--- config.mk ---
export PLATFORM = sky130hd
export DESIGN_NAME = nau_pow_cell
export DESIGN_NICKNAME = d
export VERILOG_FILES = /design/src/design/neural_activation_unit_macros.svh /design/src/design/nau_pkg.sv /design/src/design/nau_pow_cell.sv
export SDC_FILE = /design/constraint.sdc
export NUM_CORES = 1
export LEC_CHECK = 0
export BUFFER_PORTS_ARGS = -buffer_cell sky130_fd_sc_hd__buf_2
export CAP_MARGIN = 25
export CORE_AREA = 3 3 311 313
export DETAILED_ROUTE_END_ITERATION = 8
export DIE_AREA = 0 0 314 316
export HOLD_SLACK_MARGIN = 0.15
export PLACE_DENSITY_LB_ADDON = 0.25
export SYNTH_ARGS = -nofsm -noshare
export SYNTH_HDL_FRONTEND = slang
export SYNTH_SLANG_ARGS = --single-unit
--- constraint.sdc ---
create_clock -name clk -period 0.8 [get_ports clk]
set_input_delay 0 -clock clk [delete_from_list [all_inputs] [get_ports clk]]
set_output_delay 0 -clock clk [all_outputs]
set_load 0.02 [all_outputs]
--- src/design/neural_activation_unit_macros.svh ---
// ----------------------------------------------------------------------------
// Assertion macros for the activation unit
// Short forms for clocked, reset-qualified concurrent checks.
// ----------------------------------------------------------------------------
`ifndef NEURAL_ACTIVATION_UNIT_MACROS_SVH
`define NEURAL_ACTIVATION_UNIT_MACROS_SVH

// check the consequent in the same cycle
`define NAU_ASSERT_NOW(label, ante, cons, msg) \
    label: assert property (@(posedge clk) disable iff (!rst_n) (ante) |-> (cons)) \
        else $error(msg);

// check the consequent in the next cycle
`define NAU_ASSERT_NEXT(label, ante, cons, msg) \
    label: assert property (@(posedge clk) disable iff (!rst_n) (ante) |=> (cons)) \
        else $error(msg);

`endif

--- src/design/nau_pkg.sv ---
// ----------------------------------------------------------------------------
// Activation unit package
// Formats, codes, the pipeline item record and shared Q30 arithmetic.
// ----------------------------------------------------------------------------
package nau_pkg;

    localparam int DATA_WIDTH = 16;
    localparam int FRAC_BITS  = 11;
    localparam int Q_BITS     = 30;

    localparam int TAYLOR_TERMS = 14;
    localparam int POW_STEPS    = 31;
    localparam int DIV_STEPS    = 31;
    localparam int LN_TERMS     = 12;

    localparam logic [2:0] FN_IDENTITY = 3'd0;
    localparam logic [2:0] FN_STEP     = 3'd1;
    localparam logic [2:0] FN_SIGMOID  = 3'd2;
    localparam logic [2:0] FN_TANH     = 3'd3;
    localparam logic [2:0] FN_RELU     = 3'd4;
    localparam logic [2:0] FN_SOFTPLUS = 3'd5;

    localparam logic [1:0] REG_FUNCTION_KIND   = 2'd0;
    localparam logic [1:0] REG_DERIVATIVE_MODE = 2'd1;

    localparam logic [30:0] Q_ONE  = 31'h4000_0000;
    localparam logic [62:0] Q_HALF = 63'h2000_0000;
    localparam logic [30:0] EXP_M1 = 31'd395007542;

    localparam logic [31:0] RECIP_NUM = 32'h8000_0000;
    localparam logic [31:0] RECIP_TBL [0:31] = '{
        32'd0,
        RECIP_NUM / 32'd1,  RECIP_NUM / 32'd2,  RECIP_NUM / 32'd3,  RECIP_NUM / 32'd4,
        RECIP_NUM / 32'd5,  RECIP_NUM / 32'd6,  RECIP_NUM / 32'd7,  RECIP_NUM / 32'd8,
        RECIP_NUM / 32'd9,  RECIP_NUM / 32'd10, RECIP_NUM / 32'd11, RECIP_NUM / 32'd12,
        RECIP_NUM / 32'd13, RECIP_NUM / 32'd14, RECIP_NUM / 32'd15, RECIP_NUM / 32'd16,
        RECIP_NUM / 32'd17, RECIP_NUM / 32'd18, RECIP_NUM / 32'd19, RECIP_NUM / 32'd20,
        RECIP_NUM / 32'd21, RECIP_NUM / 32'd22, RECIP_NUM / 32'd23, RECIP_NUM / 32'd24,
        RECIP_NUM / 32'd25, RECIP_NUM / 32'd26, RECIP_NUM / 32'd27, RECIP_NUM / 32'd28,
        RECIP_NUM / 32'd29, RECIP_NUM / 32'd30, RECIP_NUM / 32'd31
    };

    typedef struct packed {
        logic signed [DATA_WIDTH-1:0] x;
        logic                         neg;
        logic                         zero;
        logic [4:0]                   n;
        logic [29:0]                  f;
        logic [30:0]                  term;
        logic signed [32:0]           sum;
        logic [30:0]                  r;
        logic [31:0]                  den;
        logic [30:0]                  dlo;
        logic [32:0]                  rem;
        logic [30:0]                  quo;
        logic [30:0]                  q1;
        logic [30:0]                  sq;
        logic [30:0]                  lp;
        logic [30:0]                  ls;
    } tok_t;

    function automatic logic [30:0] mul_q30(input logic [30:0] p, input logic [30:0] q);
        logic [62:0] prod;
        prod = 63'(p) * 63'(q) + Q_HALF;
        return prod[60:30];
    endfunction

    function automatic logic [30:0] div_small(input logic [30:0] p, input logic [4:0] k);
        logic [62:0] est_full;
        logic [30:0] est;
        logic [35:0] back;
        logic [31:0] rem;
        est_full = 63'(p) * 63'(RECIP_TBL[k]);
        est      = est_full[61:31];
        back     = 36'(est) * 36'(k);
        rem      = 32'(36'(p) - back);
        return (rem >= 32'(k)) ? est + 31'd1 : est;
    endfunction

endpackage

--- src/design/nau_pow_cell.sv ---
// ----------------------------------------------------------------------------
// Integer power cell
// One rounded multiply by exp(-1), applied when the step is below the count.
// ----------------------------------------------------------------------------
module nau_pow_cell
    import nau_pkg::*;
(
    input  logic       clk,
    input  logic       rst_n,
    input  logic       advance,
    input  logic [4:0] step,
    input  logic       up_valid,
    input  tok_t       up_tok,
    output logic       dn_valid,
    output tok_t       dn_tok
);

    logic valid_reg;
    tok_t tok_reg;
    tok_t tok_next;

    always_comb
    begin
        tok_next = up_tok;
        if (up_tok.n > step)
        begin
            tok_next.r = mul_q30(up_tok.r, EXP_M1);
        end
    end

    always_ff @(posedge clk or negedge rst_n)
    begin
        if (!rst_n)
        begin
            valid_reg <= 1'b0;
        end
        else if (advance)
        begin
            valid_reg <= up_valid;
        end
    end

    always_ff @(posedge clk)
    begin
        if (advance)
        begin
            tok_reg <= tok_next;
        end
    end

    assign dn_valid = valid_reg;
    assign dn_tok   = tok_reg;

endmodule

== Word level (Yosys, flattened, before mapping) ==
Index checks and enable logic that the tools add are counted.

* Input bits: 408
* Bits in registers: 400

* Multipliers: 1
* Muxes and demuxes: 1
* $add $sub $neg: 1
* Order comparisons: 1

{| class="wikitable"
|+ Operators with widths
! cell !! count
|-
| 60-bit by 30-bit adder with 61-bit output, second input constant || 1
|-
| 31-bit by 28-bit multiplier with 59-bit output, second input constant || 1
|-
| 31-bit two-way mux || 1
|-
| 5-bit > comparator || 1
|}

== Logic depth before layout (Yosys ltp) ==
* Depth in word-level cells: 3
* Depth in mapped cells: 28

== Least setup slack after synthesis ==
OpenSTA, ideal clock, no wires.

* Kind: input-to-reg
* Start: in up_tok[259] in the netlist's numbering
* End: reg tok_reg (netlist bit dn_tok[280]), data pin
* Stages: 25
* Slack: -6.104 ns
* Arrival time: 6.643 ns
* Buffers on the path: 2
* Required time: 0.540 ns
* Cells stage by stage: ha_1 -> xor2_1 -> ha_1 -> or2_2 -> fa_1 -> fa_1 -> fa_1 -> inv_1 -> fa_1 -> fa_1 -> inv_1 -> ha_1 -> clkbuf_1 -> a21oi_1 -> nand2_1 -> a221oi_1 -> mux2i_1 -> o31ai_1 -> a211oi_1 -> nand4_1 -> or4_4 -> buf_6 -> nor4_4 -> xnor2_1 -> mux2_4

{| class="wikitable"
|+ RTL lines
! item !! line !! text
|-
| from (decl) || nau_pow_cell.sv:13 || <nowiki>input tok_t up_tok,</nowiki>
|-
| to (signal assigned) || nau_pow_cell.sv:47 || <nowiki>tok_reg <= tok_next;</nowiki>
|-
| to (decl) || nau_pow_cell.sv:19 || <nowiki>tok_t tok_reg;</nowiki>
|}

==> out/metrics.cfg <==
[status]
outcome=finished, violations left
violations=negative setup slack

[setup_path]
reg2regPathDepth=1
cp.depth=29
crit_fanout=4
slowest_stage=fa_1
cp.required_ns=1.16
path_class=in -> reg
r2r-start=dn_valid
crit_path_frequent_cell=fa_1
cp.arrival_ns=6.87
worst_setup_path_end_kind=flip-flop
crit_buf_inv=10
cp_top_family=adder cells
rrSetupSlack_ns=0.03
timing.critical_path.to=dn_tok[280]
crit_start=up_tok[275]
slowest_delay_ns=0.56
cp-start-kind=input pin
reg2reg_to=dn_valid

[cells_and_area]
syn2layout_area_growth_pct=70.9
nets=5347
fin_area_um2=50800
drive_gt1_share_pct=43.3
utilization_pct=53.7
fillerInstances=8076

[placement]
io_buffers=807
dp_slack_ns=-6.71
place_area_um2=40300
routabilityCongestion=1.00
dpl.hpwl_mm=141

[sta]
tns_ns=-467.64
max_freq_mhz=154
finalHoldViolCount=0
fin_crit_ns=6.50
layout_setup_ws_ns=-5.70
slew_headroom_pct=57.0
finClkSkew_ns=0
rsz0062_at_grt=yes
fin_crit_sh_pct=813
worst_slew_pin_slew_ns=0.643
setup_viol=878
drv_slew=0

[synth]
synthSimpleGateAreaFrac_pct=5.08
yosysTopAreaCellShare_pct=40.3
synth_edf_count=399
synth_top_flop_cell=edfxtp_1
synthArstFlopShare_pct=0.250
netlist_area_um2=29700
yosys_register_bits=400
synth_area_leaders=edfxtp_1, fa_1, ha_1
synth.most_common_cell=inv_1
seq_area_frac_synth_pct=40.4
synth-xor-area-share_pct=2.35
synthMuxAreaShare_pct=0.299
synth.avg_cell_area_um2=12.4
synthTopCellsByCount=inv_1, edfxtp_1, fa_1
synthAdderAreaFrac_pct=38.5
synth_cell_types=70
yosys.area.top_type=edfxtp_1
synth_top_family_by_area=adder cells
synth_fp_nets=3502
synth_compound_area_share_pct=4.78
yosys_warnings=0
syn_inst=2394

[floorplanning]
die_x_um=314
dieArea_um2=99200
design.portCount=808
fp.coreArea_um2=94600
fp.dieH_um=316
initial_utilization_pct=31.4
fp-row-count=113

[global_route]
grt_max_degree=27
antenna_found_initial=75
overflow=0
grt_pass1_wl_mm=216
grt.total_usage_pct=32.0
first_global_vias=27100

[clock_network]
clock_path_buffers=3
cts_buffers=47
cts_tree=yes
htreeDepth=2
clk_pin_slew_ns=0.06
cts-root-buf=clkbuf_16
cts.sinks=400
clock_latency_ns=0.62

[drt]
vias=26000
drcViolationCount=0
drtIter0Drc=2081
drt_wl_total_mm=161
firstDrtPassIters=5
vias_per_cell=4.66
ant_nets=0
wl_per_cell_um=28.8

[flow_run]
cap_violations=0

[worst_hold_path]
hold_class=in -> reg

==> stage by stage <==
step | std cells | hold WS (ns)
CTS | 5523 | 0.0158
global placement | 4952 | -0.222
finish | 5580 | 0.0201
detailed placement | 4952 | -0.220
global route | 5563 | 0.00857
floorplan | 2394 | -0.296
==> registers in the layout, summed over array words and instances (netlist names) <==
register,cells
dn_tok,399
dn_valid,1
==> worst min-delay path: cells and delay by family <==
kind | cells | cell delay (ns)
buffers and inverters | 2 | 0.31
muxes | 1 | 0.19
==> repair_timing <==
| item | in CTS | in global routing |
|---|---|---|
| hold endpoints to repair | 790 | 506 |
| hold buffers | 434 | 3 |
| pin swaps | 152 | 100 |
| buffers inserted | 56 | 28 |
| endpoints found under the setup margin | 431 | 872 |
| resized for setup | 917 | 171 |
==> layer usage <==
metal,wire length [um],GRT usage (%),vias up
li1,-,-,11500
met3,15400,9.44,297
met2,70700,48.3,1305
met4,8870,15.8,12
met5,233,1.26,-
met1,65600,41.9,12900
==> layout make-up <==
class,count,area (um^2),area share (%)
Clock inverter,25,322,0.633
Timing Repair Buffer,1824,15600,30.8
Sequential cell,400,12000,23.6
Inverter,653,2450,4.83
Antenna cell,40,100,0.197
Tap cell,1265,1580,3.12
Clock buffer,60,1220,2.41
Multi-Input combinational cell,1313,17500,34.4
==> worst min-delay path by stage <==
stage	from	to	slack (ns)	depth (start not counted)
5_1_grt	up_tok[262]	dn_tok[262]	0.009	3
3_5_place_dp	rst_n	dn_valid	-0.22	1
2_1_floorplan	rst_n	dn_valid	-0.30	0
3_3_place_gp	rst_n	dn_valid	-0.22	1
6_report	up_tok[262]	dn_tok[262]	0.02	3
4_1_cts	up_tok[271]	dn_tok[271]	0.02	4
==> cell usage in the layout (no fill, tap or decap), types with 12 or more instances in the layout <==
cell type,netlist,routed
nand3_1,22,16
a21oi_2,1,35
fa_1,357,313
inv_2,0,57
a21oi_1,84,36
buf_8,0,16
fa_2,0,44
buf_6,1,376
nand2_1,91,77
a21o_1,15,15
buf_2,3,455
nor2_1,79,68
xor2_1,30,14
dlygate4sd3_1,0,436
clkbuf_1,24,13
xor2_2,2,16
inv_1,653,595
o21ai_0,37,18
diode_2,0,40
clkbuf_16,0,47
a21oi_4,0,14
ha_4,0,73
xnor2_1,46,30
buf_4,0,503
buf_12,0,36
ha_2,0,12
nand4_1,25,25
o21ai_1,6,12
or2_2,19,13
edfxtp_1,399,399
ha_1,343,258
==> cell families after synthesis <==
logic type	Yosys count
xor+xnor	78
flops	400
mux	8
buf+inv	681
compound gates	223
simple gates	304
fa+ha+maj	700
Power is left out: the tool's default activity adds up to more than one toggle a clock period on the data nets, which glitch-free logic cannot reach.
