===== src/design/neural_activation_unit_macros.svh =====
// ----------------------------------------------------------------------------
// Assertion macros for the activation unit
// Short forms for clocked, reset-qualified concurrent checks.
// ----------------------------------------------------------------------------
`ifndef NEURAL_ACTIVATION_UNIT_MACROS_SVH
`define NEURAL_ACTIVATION_UNIT_MACROS_SVH

// check the consequent in the same cycle
`define NAU_ASSERT_NOW(label, ante, cons, msg) \
    label: assert property (@(posedge clk) disable iff (!rst_n) (ante) |-> (cons)) \
        else $error(msg);

// check the consequent in the next cycle
`define NAU_ASSERT_NEXT(label, ante, cons, msg) \
    label: assert property (@(posedge clk) disable iff (!rst_n) (ante) |=> (cons)) \
        else $error(msg);

`endif


===== src/design/nau_pkg.sv =====
// ----------------------------------------------------------------------------
// Activation unit package
// Formats, codes, the pipeline item record and shared Q30 arithmetic.
// ----------------------------------------------------------------------------
package nau_pkg;

    localparam int DATA_WIDTH = 16;
    localparam int FRAC_BITS  = 11;
    localparam int Q_BITS     = 30;

    localparam int TAYLOR_TERMS = 14;
    localparam int POW_STEPS    = 31;
    localparam int DIV_STEPS    = 31;
    localparam int LN_TERMS     = 12;

    localparam logic [2:0] FN_IDENTITY = 3'd0;
    localparam logic [2:0] FN_STEP     = 3'd1;
    localparam logic [2:0] FN_SIGMOID  = 3'd2;
    localparam logic [2:0] FN_TANH     = 3'd3;
    localparam logic [2:0] FN_RELU     = 3'd4;
    localparam logic [2:0] FN_SOFTPLUS = 3'd5;

    localparam logic [1:0] REG_FUNCTION_KIND   = 2'd0;
    localparam logic [1:0] REG_DERIVATIVE_MODE = 2'd1;

    localparam logic [30:0] Q_ONE  = 31'h4000_0000;
    localparam logic [62:0] Q_HALF = 63'h2000_0000;
    localparam logic [30:0] EXP_M1 = 31'd395007542;

    localparam logic [31:0] RECIP_NUM = 32'h8000_0000;
    localparam logic [31:0] RECIP_TBL [0:31] = '{
        32'd0,
        RECIP_NUM / 32'd1,  RECIP_NUM / 32'd2,  RECIP_NUM / 32'd3,  RECIP_NUM / 32'd4,
        RECIP_NUM / 32'd5,  RECIP_NUM / 32'd6,  RECIP_NUM / 32'd7,  RECIP_NUM / 32'd8,
        RECIP_NUM / 32'd9,  RECIP_NUM / 32'd10, RECIP_NUM / 32'd11, RECIP_NUM / 32'd12,
        RECIP_NUM / 32'd13, RECIP_NUM / 32'd14, RECIP_NUM / 32'd15, RECIP_NUM / 32'd16,
        RECIP_NUM / 32'd17, RECIP_NUM / 32'd18, RECIP_NUM / 32'd19, RECIP_NUM / 32'd20,
        RECIP_NUM / 32'd21, RECIP_NUM / 32'd22, RECIP_NUM / 32'd23, RECIP_NUM / 32'd24,
        RECIP_NUM / 32'd25, RECIP_NUM / 32'd26, RECIP_NUM / 32'd27, RECIP_NUM / 32'd28,
        RECIP_NUM / 32'd29, RECIP_NUM / 32'd30, RECIP_NUM / 32'd31
    };

    typedef struct packed {
        logic signed [DATA_WIDTH-1:0] x;
        logic                         neg;
        logic                         zero;
        logic [4:0]                   n;
        logic [29:0]                  f;
        logic [30:0]                  term;
        logic signed [32:0]           sum;
        logic [30:0]                  r;
        logic [31:0]                  den;
        logic [30:0]                  dlo;
        logic [32:0]                  rem;
        logic [30:0]                  quo;
        logic [30:0]                  q1;
        logic [30:0]                  sq;
        logic [30:0]                  lp;
        logic [30:0]                  ls;
    } tok_t;

    function automatic logic [30:0] mul_q30(input logic [30:0] p, input logic [30:0] q);
        logic [62:0] prod;
        prod = 63'(p) * 63'(q) + Q_HALF;
        return prod[60:30];
    endfunction

    function automatic logic [30:0] div_small(input logic [30:0] p, input logic [4:0] k);
        logic [62:0] est_full;
        logic [30:0] est;
        logic [35:0] back;
        logic [31:0] rem;
        est_full = 63'(p) * 63'(RECIP_TBL[k]);
        est      = est_full[61:31];
        back     = 36'(est) * 36'(k);
        rem      = 32'(36'(p) - back);
        return (rem >= 32'(k)) ? est + 31'd1 : est;
    endfunction

endpackage


===== src/design/nau_div_cell.sv =====
// ----------------------------------------------------------------------------
// Divider cell
// One restoring step of the radix-2 divider: shift in a bit, trial subtract.
// ----------------------------------------------------------------------------
module nau_div_cell
    import nau_pkg::*;
(
    input  logic clk,
    input  logic rst_n,
    input  logic advance,
    input  logic up_valid,
    input  tok_t up_tok,
    output logic dn_valid,
    output tok_t dn_tok
);

    logic        valid_reg;
    tok_t        tok_reg;
    tok_t        tok_next;
    logic [32:0] rem_sh;
    logic        ge;

    always_comb
    begin
        rem_sh   = {up_tok.rem[31:0], up_tok.dlo[30]};
        ge       = rem_sh >= {1'b0, up_tok.den};
        tok_next = up_tok;
        tok_next.rem = ge ? rem_sh - {1'b0, up_tok.den} : rem_sh;
        tok_next.dlo = {up_tok.dlo[29:0], 1'b0};
        tok_next.quo = {up_tok.quo[29:0], ge};
    end

    always_ff @(posedge clk or negedge rst_n)
    begin
        if (!rst_n)
        begin
            valid_reg <= 1'b0;
        end
        else if (advance)
        begin
            valid_reg <= up_valid;
        end
    end

    always_ff @(posedge clk)
    begin
        if (advance)
        begin
            tok_reg <= tok_next;
        end
    end

    assign dn_valid = valid_reg;
    assign dn_tok   = tok_reg;

endmodule


===== config.mk =====
export PLATFORM = sky130hd
export DESIGN_NAME = nau_div_cell
export DESIGN_NICKNAME = d
export VERILOG_FILES = /design/src/design/neural_activation_unit_macros.svh /design/src/design/nau_pkg.sv /design/src/design/nau_div_cell.sv
export SDC_FILE = /design/constraint.sdc
export NUM_CORES = 1
export LEC_CHECK = 0
export ABC_CLOCK_PERIOD_IN_PS = 800
export BUFFER_PORTS_ARGS = -buffer_cell sky130_fd_sc_hd__buf_2
export CELL_PAD_IN_SITES_DETAIL_PLACEMENT = 1
export CELL_PAD_IN_SITES_GLOBAL_PLACEMENT = 1
export CORE_AREA = 2 2 315 317
export CTS_CLUSTER_DIAMETER = 200
export CTS_CLUSTER_SIZE = 14
export DETAILED_ROUTE_END_ITERATION = 10
export DIE_AREA = 0 0 317 319
export PLACE_DENSITY_LB_ADDON = 0.1
export SLEW_MARGIN = 5
export SYNTH_ARGS = -nofsm -noshare
export SYNTH_HDL_FRONTEND = slang
export SYNTH_SLANG_ARGS = --single-unit
export TNS_END_PERCENT = 50

===== constraint.sdc =====
create_clock -name clk -period 0.8 [get_ports clk]
set_input_delay 0.04 -clock clk [delete_from_list [all_inputs] [get_ports clk]]
set_output_delay 0.04 -clock clk [all_outputs]
set_load 0.02 [all_outputs]

* Word level (Yosys, flattened, before mapping)
Cells that the tools add are included. Widths: inputs -> output; s select.
Storage, ports and cells: register bits 399, output and inout port bits 400, bits of input ports 403
Cells by class: muxes and demuxes 1, $lt $le $gt $ge 1, add/subtract/negate cells 1
Operators by type and width (number):
- $ge 33x32->1 | 1
- $mux 33 | 1
- $sub 33x32->33 | 1

* Depth between registers and ports, before layout
word-level depth 2, gate-level depth with buffers 13, depth with buffers taken out 12

* Least setup slack after synthesis
Ideal clock, no wire load.
path type input to register, start input port up_tok[234] (netlist name), end register tok_reg, in the netlist dn_tok[187] (data pin), data required time 0.540 ns, arrival time 2.464 ns, stages on the path 12, path slack -1.925 ns, setup time 0.260 ns, cell sequence inv_1 ha_1 buf_6 a21o_1 a211oi_2 inv_2 a2111oi_4 nand2_2 a221o_2 a221oi_4 o21ai_2 mux2_4
RTL lines:
- start: declaration | RTL line nau_div_cell.sv:12 | input tok_t up_tok,
- end signal: assignment | RTL line nau_div_cell.sv:49 | tok_reg <= tok_next;
- end: declaration | RTL line nau_div_cell.sv:18 | tok_t tok_reg;

==> run summary <==
Critical-path top delay cell - o31a_1
Synth area leader - edfxtp_1
GR Overflow Total - 0
Synthesized area - 14300 µm²
Setup Skew - 0 ns
First-pass GRT wire length - 101000 µm
Post-synthesis sequential area ratio - 0.838
Crit path largest cell delay - 0.30 ns
Largest net degree at the start of global routing - 36
Mapped Cells - 738
Ports - 803
Clock buffer depth - 3
Crit path kind - primary input to flop
Die ar. - 101000 µm²
End point of the critical path - dn_tok[168]
Worst setup EP type - flop
Synthesis-stage register bit count - 399
Routed Antenna Nets - 0
Initial Utilization - 0.146
Crit. Startpoint - up_tok[155]
RSZ-0062 raised after global routing - yes
CP Depth - 11
Slew margin rel. - 0.641
Post-synth net total - 1174
Worst-path cell chain - buf_12, ha_4, nor2b_4, o31a_1, o221a_1, a211o_1, a41o_1, a31o_4, buf_12, buf_8, mux2_4
Syn. warnings - 0
Core Util, Final - 0.294
FF-to-FF End - dn_valid
TNS Setup - -173.18 ns
Critical path's top delay family - compound AO/OA/AOI/OAI gates
Unique masters post-synth - 54
Core ar. - 97700 µm²
Most used cell, CP - buf_12
Overall Global Routing Usage - 0.141
Power density over the cells - 1910 nW/µm²
Startpoint types - primary input
Hold Vio Cnt, Final - 1
DP Wirelength - 59800 µm
Outcome - finished, violations left
DRC Markers - 0
Critical path buffers and inverters - 3
Period minus WS final - 2.08 ns
R2R Setup Slk - -0.10 ns
Die width - 317 µm
Reg area - 12000 µm²
Failing checks - hold timing, setup timing
1st-iter DRT viols - 439
Final setup viols - 434
Period utilization - 2.59
CTS H-tree depth - 2
RR Startpoint - dn_valid
Share of cells above drive strength 1 - 0.526
Pre-antenna DRT Iters - 6
TritonCTS Buffers - 34
Asr flop ratio synth - 0.00251
TritonCTS clock tree - done
Max Fanout on Critical Path - 6
Arrival @ worst endpoint - 2.38 ns
Total number of vias - 12228
Max Clk Rate - 482 MHz
TritonCTS Sinks - 399
Final net count - 2611
Slew @ Worst Pin - 0.538 ns
Routed vias/inst - 3.51
Worst-skew pair later-pin latency - 0.56 ns
Leakage - 12.1 nW
Wire per inst - 21.3 µm
Post-synth top area share - 0.836
Slew Viols, Final - 0
Ranking of synthesized cells by area - edfxtp_1, ha_1, a21oi_1, inv_1, xnor2_1
Cells on Worst Hold Path - 3
Syn Area/Cell - 19.4 µm²
Clock transition at path regs - 0.07 ns
Highest ir drop seen on vdd - 1080 µV
Row count - 115
FF-to-FF path depth - 2
Hold Crit Class - primary input to flop
Maximum capacitance violations - 0
Synth Flop Type - edfxtp_1
Routability cong. - 0.787
Vias in the first global route - 13764
Clk root buf - clkbuf_16
Final WS setup - -1.28 ns
IO buf count - 799
Multi-input combinational cell area - 2620 µm²
Total routed wirelength - 74200 µm
Worst hold margin - -0.189 ns
Pre-CTS setup slack - -1.99 ns
Area Growth Syn to Fin - 101%
Initial antenna violation count - 20
Chip height - 319 µm
Filler cell count - 10710
CP required - 1.10 ns
Number of synthesized flops with an enable pin - 398
layout by cell type (no fill, tap or decap), types with 5 or more instances in the layout:
master         synthesis  routed
buf_2                  5     575
dlygate4sd3_1          0     402
edfxtp_1             398     398
buf_6                  2     223
buf_4                  2     177
clkbuf_16              1      34
inv_1                 41      33
buf_12                 0      27
a21oi_1               46      25
a21oi_2                0      18
nor2_4                 0      16
ha_1                  32      16
nand2_1               15      15
xnor2_1               17      15
ha_4                   0      15
a21o_1                14      14
diode_2                0      11
nand3_1               11      11
mux2_4                 1      11
nor2_1                28      10
xor2_1                10      10
o21ai_0               14       9
nor3_1                 8       8
clkbuf_1               4       8
and2_1                 7       7
o21bai_1               7       7
inv_2                  1       6
buf_8                  0       6
o21ai_1                2       5
nand2b_1               6       5
stage by stage:
step	instance area, µm²	power, mW	std cells
3_5_place_dp	21600	35.9	2997
3_3_place_gp	21600	35.9	2997
4_1_cts	28200	55.9	3463
5_1_grt	28800	57.7	3479
6_report	28800	55.0	3483
2_1_floorplan	14500	30.2	738
metal layers:
layer / vias to the layer above / global-route usage / share of wire
li1: 5719 / - / -
met1: 5994 / 0.143 / 0.35
met3: 79 / 0.0553 / 0.096
met5: - / 0 / 0.00066
met4: 8 / 0.0346 / 0.021
met2: 428 / 0.267 / 0.54
worst register-to-register path, cell delays in order (launching register included):
cell and delay, ns:
dfrtp_1 0.41, buf_6 0.13, mux2_2 0.26
area by class of cell:
cell class,instances,area share
clock inverters,4,0.00148
well taps,1287,0.0560
inverters,42,0.00644
multi-input cells,283,0.0911
clock buffers,42,0.0306
diodes,11,0.000957
repair buffers,1415,0.397
flip-flops and latches,399,0.416
cell usage after synthesis (4+ instances only):
library cell	n
nand3_1	11
a21o_1	14
xor2_1	10
nor2_1	28
xnor2_1	17
edfxtp_1	398
buf_2	5
nor3_1	8
nand2_1	15
nand2b_1	6
a21oi_1	46
and2_1	7
mux2_1	12
and3_1	4
o21a_1	4
clkbuf_1	4
a211oi_1	4
ha_1	32
inv_1	41
o21bai_1	7
o21ai_0	14
kinds of logic (layout without fill, tap and decap cells):
logic type	after synthesis	count (layout)	synth area share
AND/OR/NAND/NOR	91	91	0.0309
adder cells (fa/ha/maj)	33	33	0.0294
AO/OA/AOI/OAI	117	117	0.0558
multiplexers	14	14	0.0113
other	1	12	0.000262
flip-flops	399	399	0.838
buffers and inverters	56	1503	0.0182
XOR/XNOR	27	27	0.0165
state kept, by name (all words and copies together) (netlist names):
name / cells
dn_valid: 1
dn_tok: 398
report_power, final:
group          total [mW]  switching [mW]  leakage, nW  internal (mW)
sequential           25.8           0.717         3.91           25.1
combinational        13.4            6.68         7.73           6.69
clock                15.9            8.06        0.449           7.81
total                55.0            15.5         12.1           39.6
what timing repair did:
action                                  in CTS  in global routing
endpoints found under the hold margin      485                  2
endpoints found under the setup margin     433                664
gates cloned                                 0                  0
setup buffers                               15                  9
hold buffers                               405                  1
pin swaps                                   17                 17
resized for setup                          442                137
worst min path at each step:
stage / startpoint / slack (ns) / to
2_1_floorplan: rst_n / -0.26 / dn_valid
3_3_place_gp: rst_n / -0.18 / dn_valid
3_5_place_dp: rst_n / -0.18 / dn_valid
4_1_cts: up_tok[155] / -0.25 / dn_tok[156]
5_1_grt: up_tok[155] / -0.24 / dn_tok[156]
6_report: up_tok[155] / -0.19 / dn_tok[156]
Note: power is estimated with default switching activity, not from simulation.
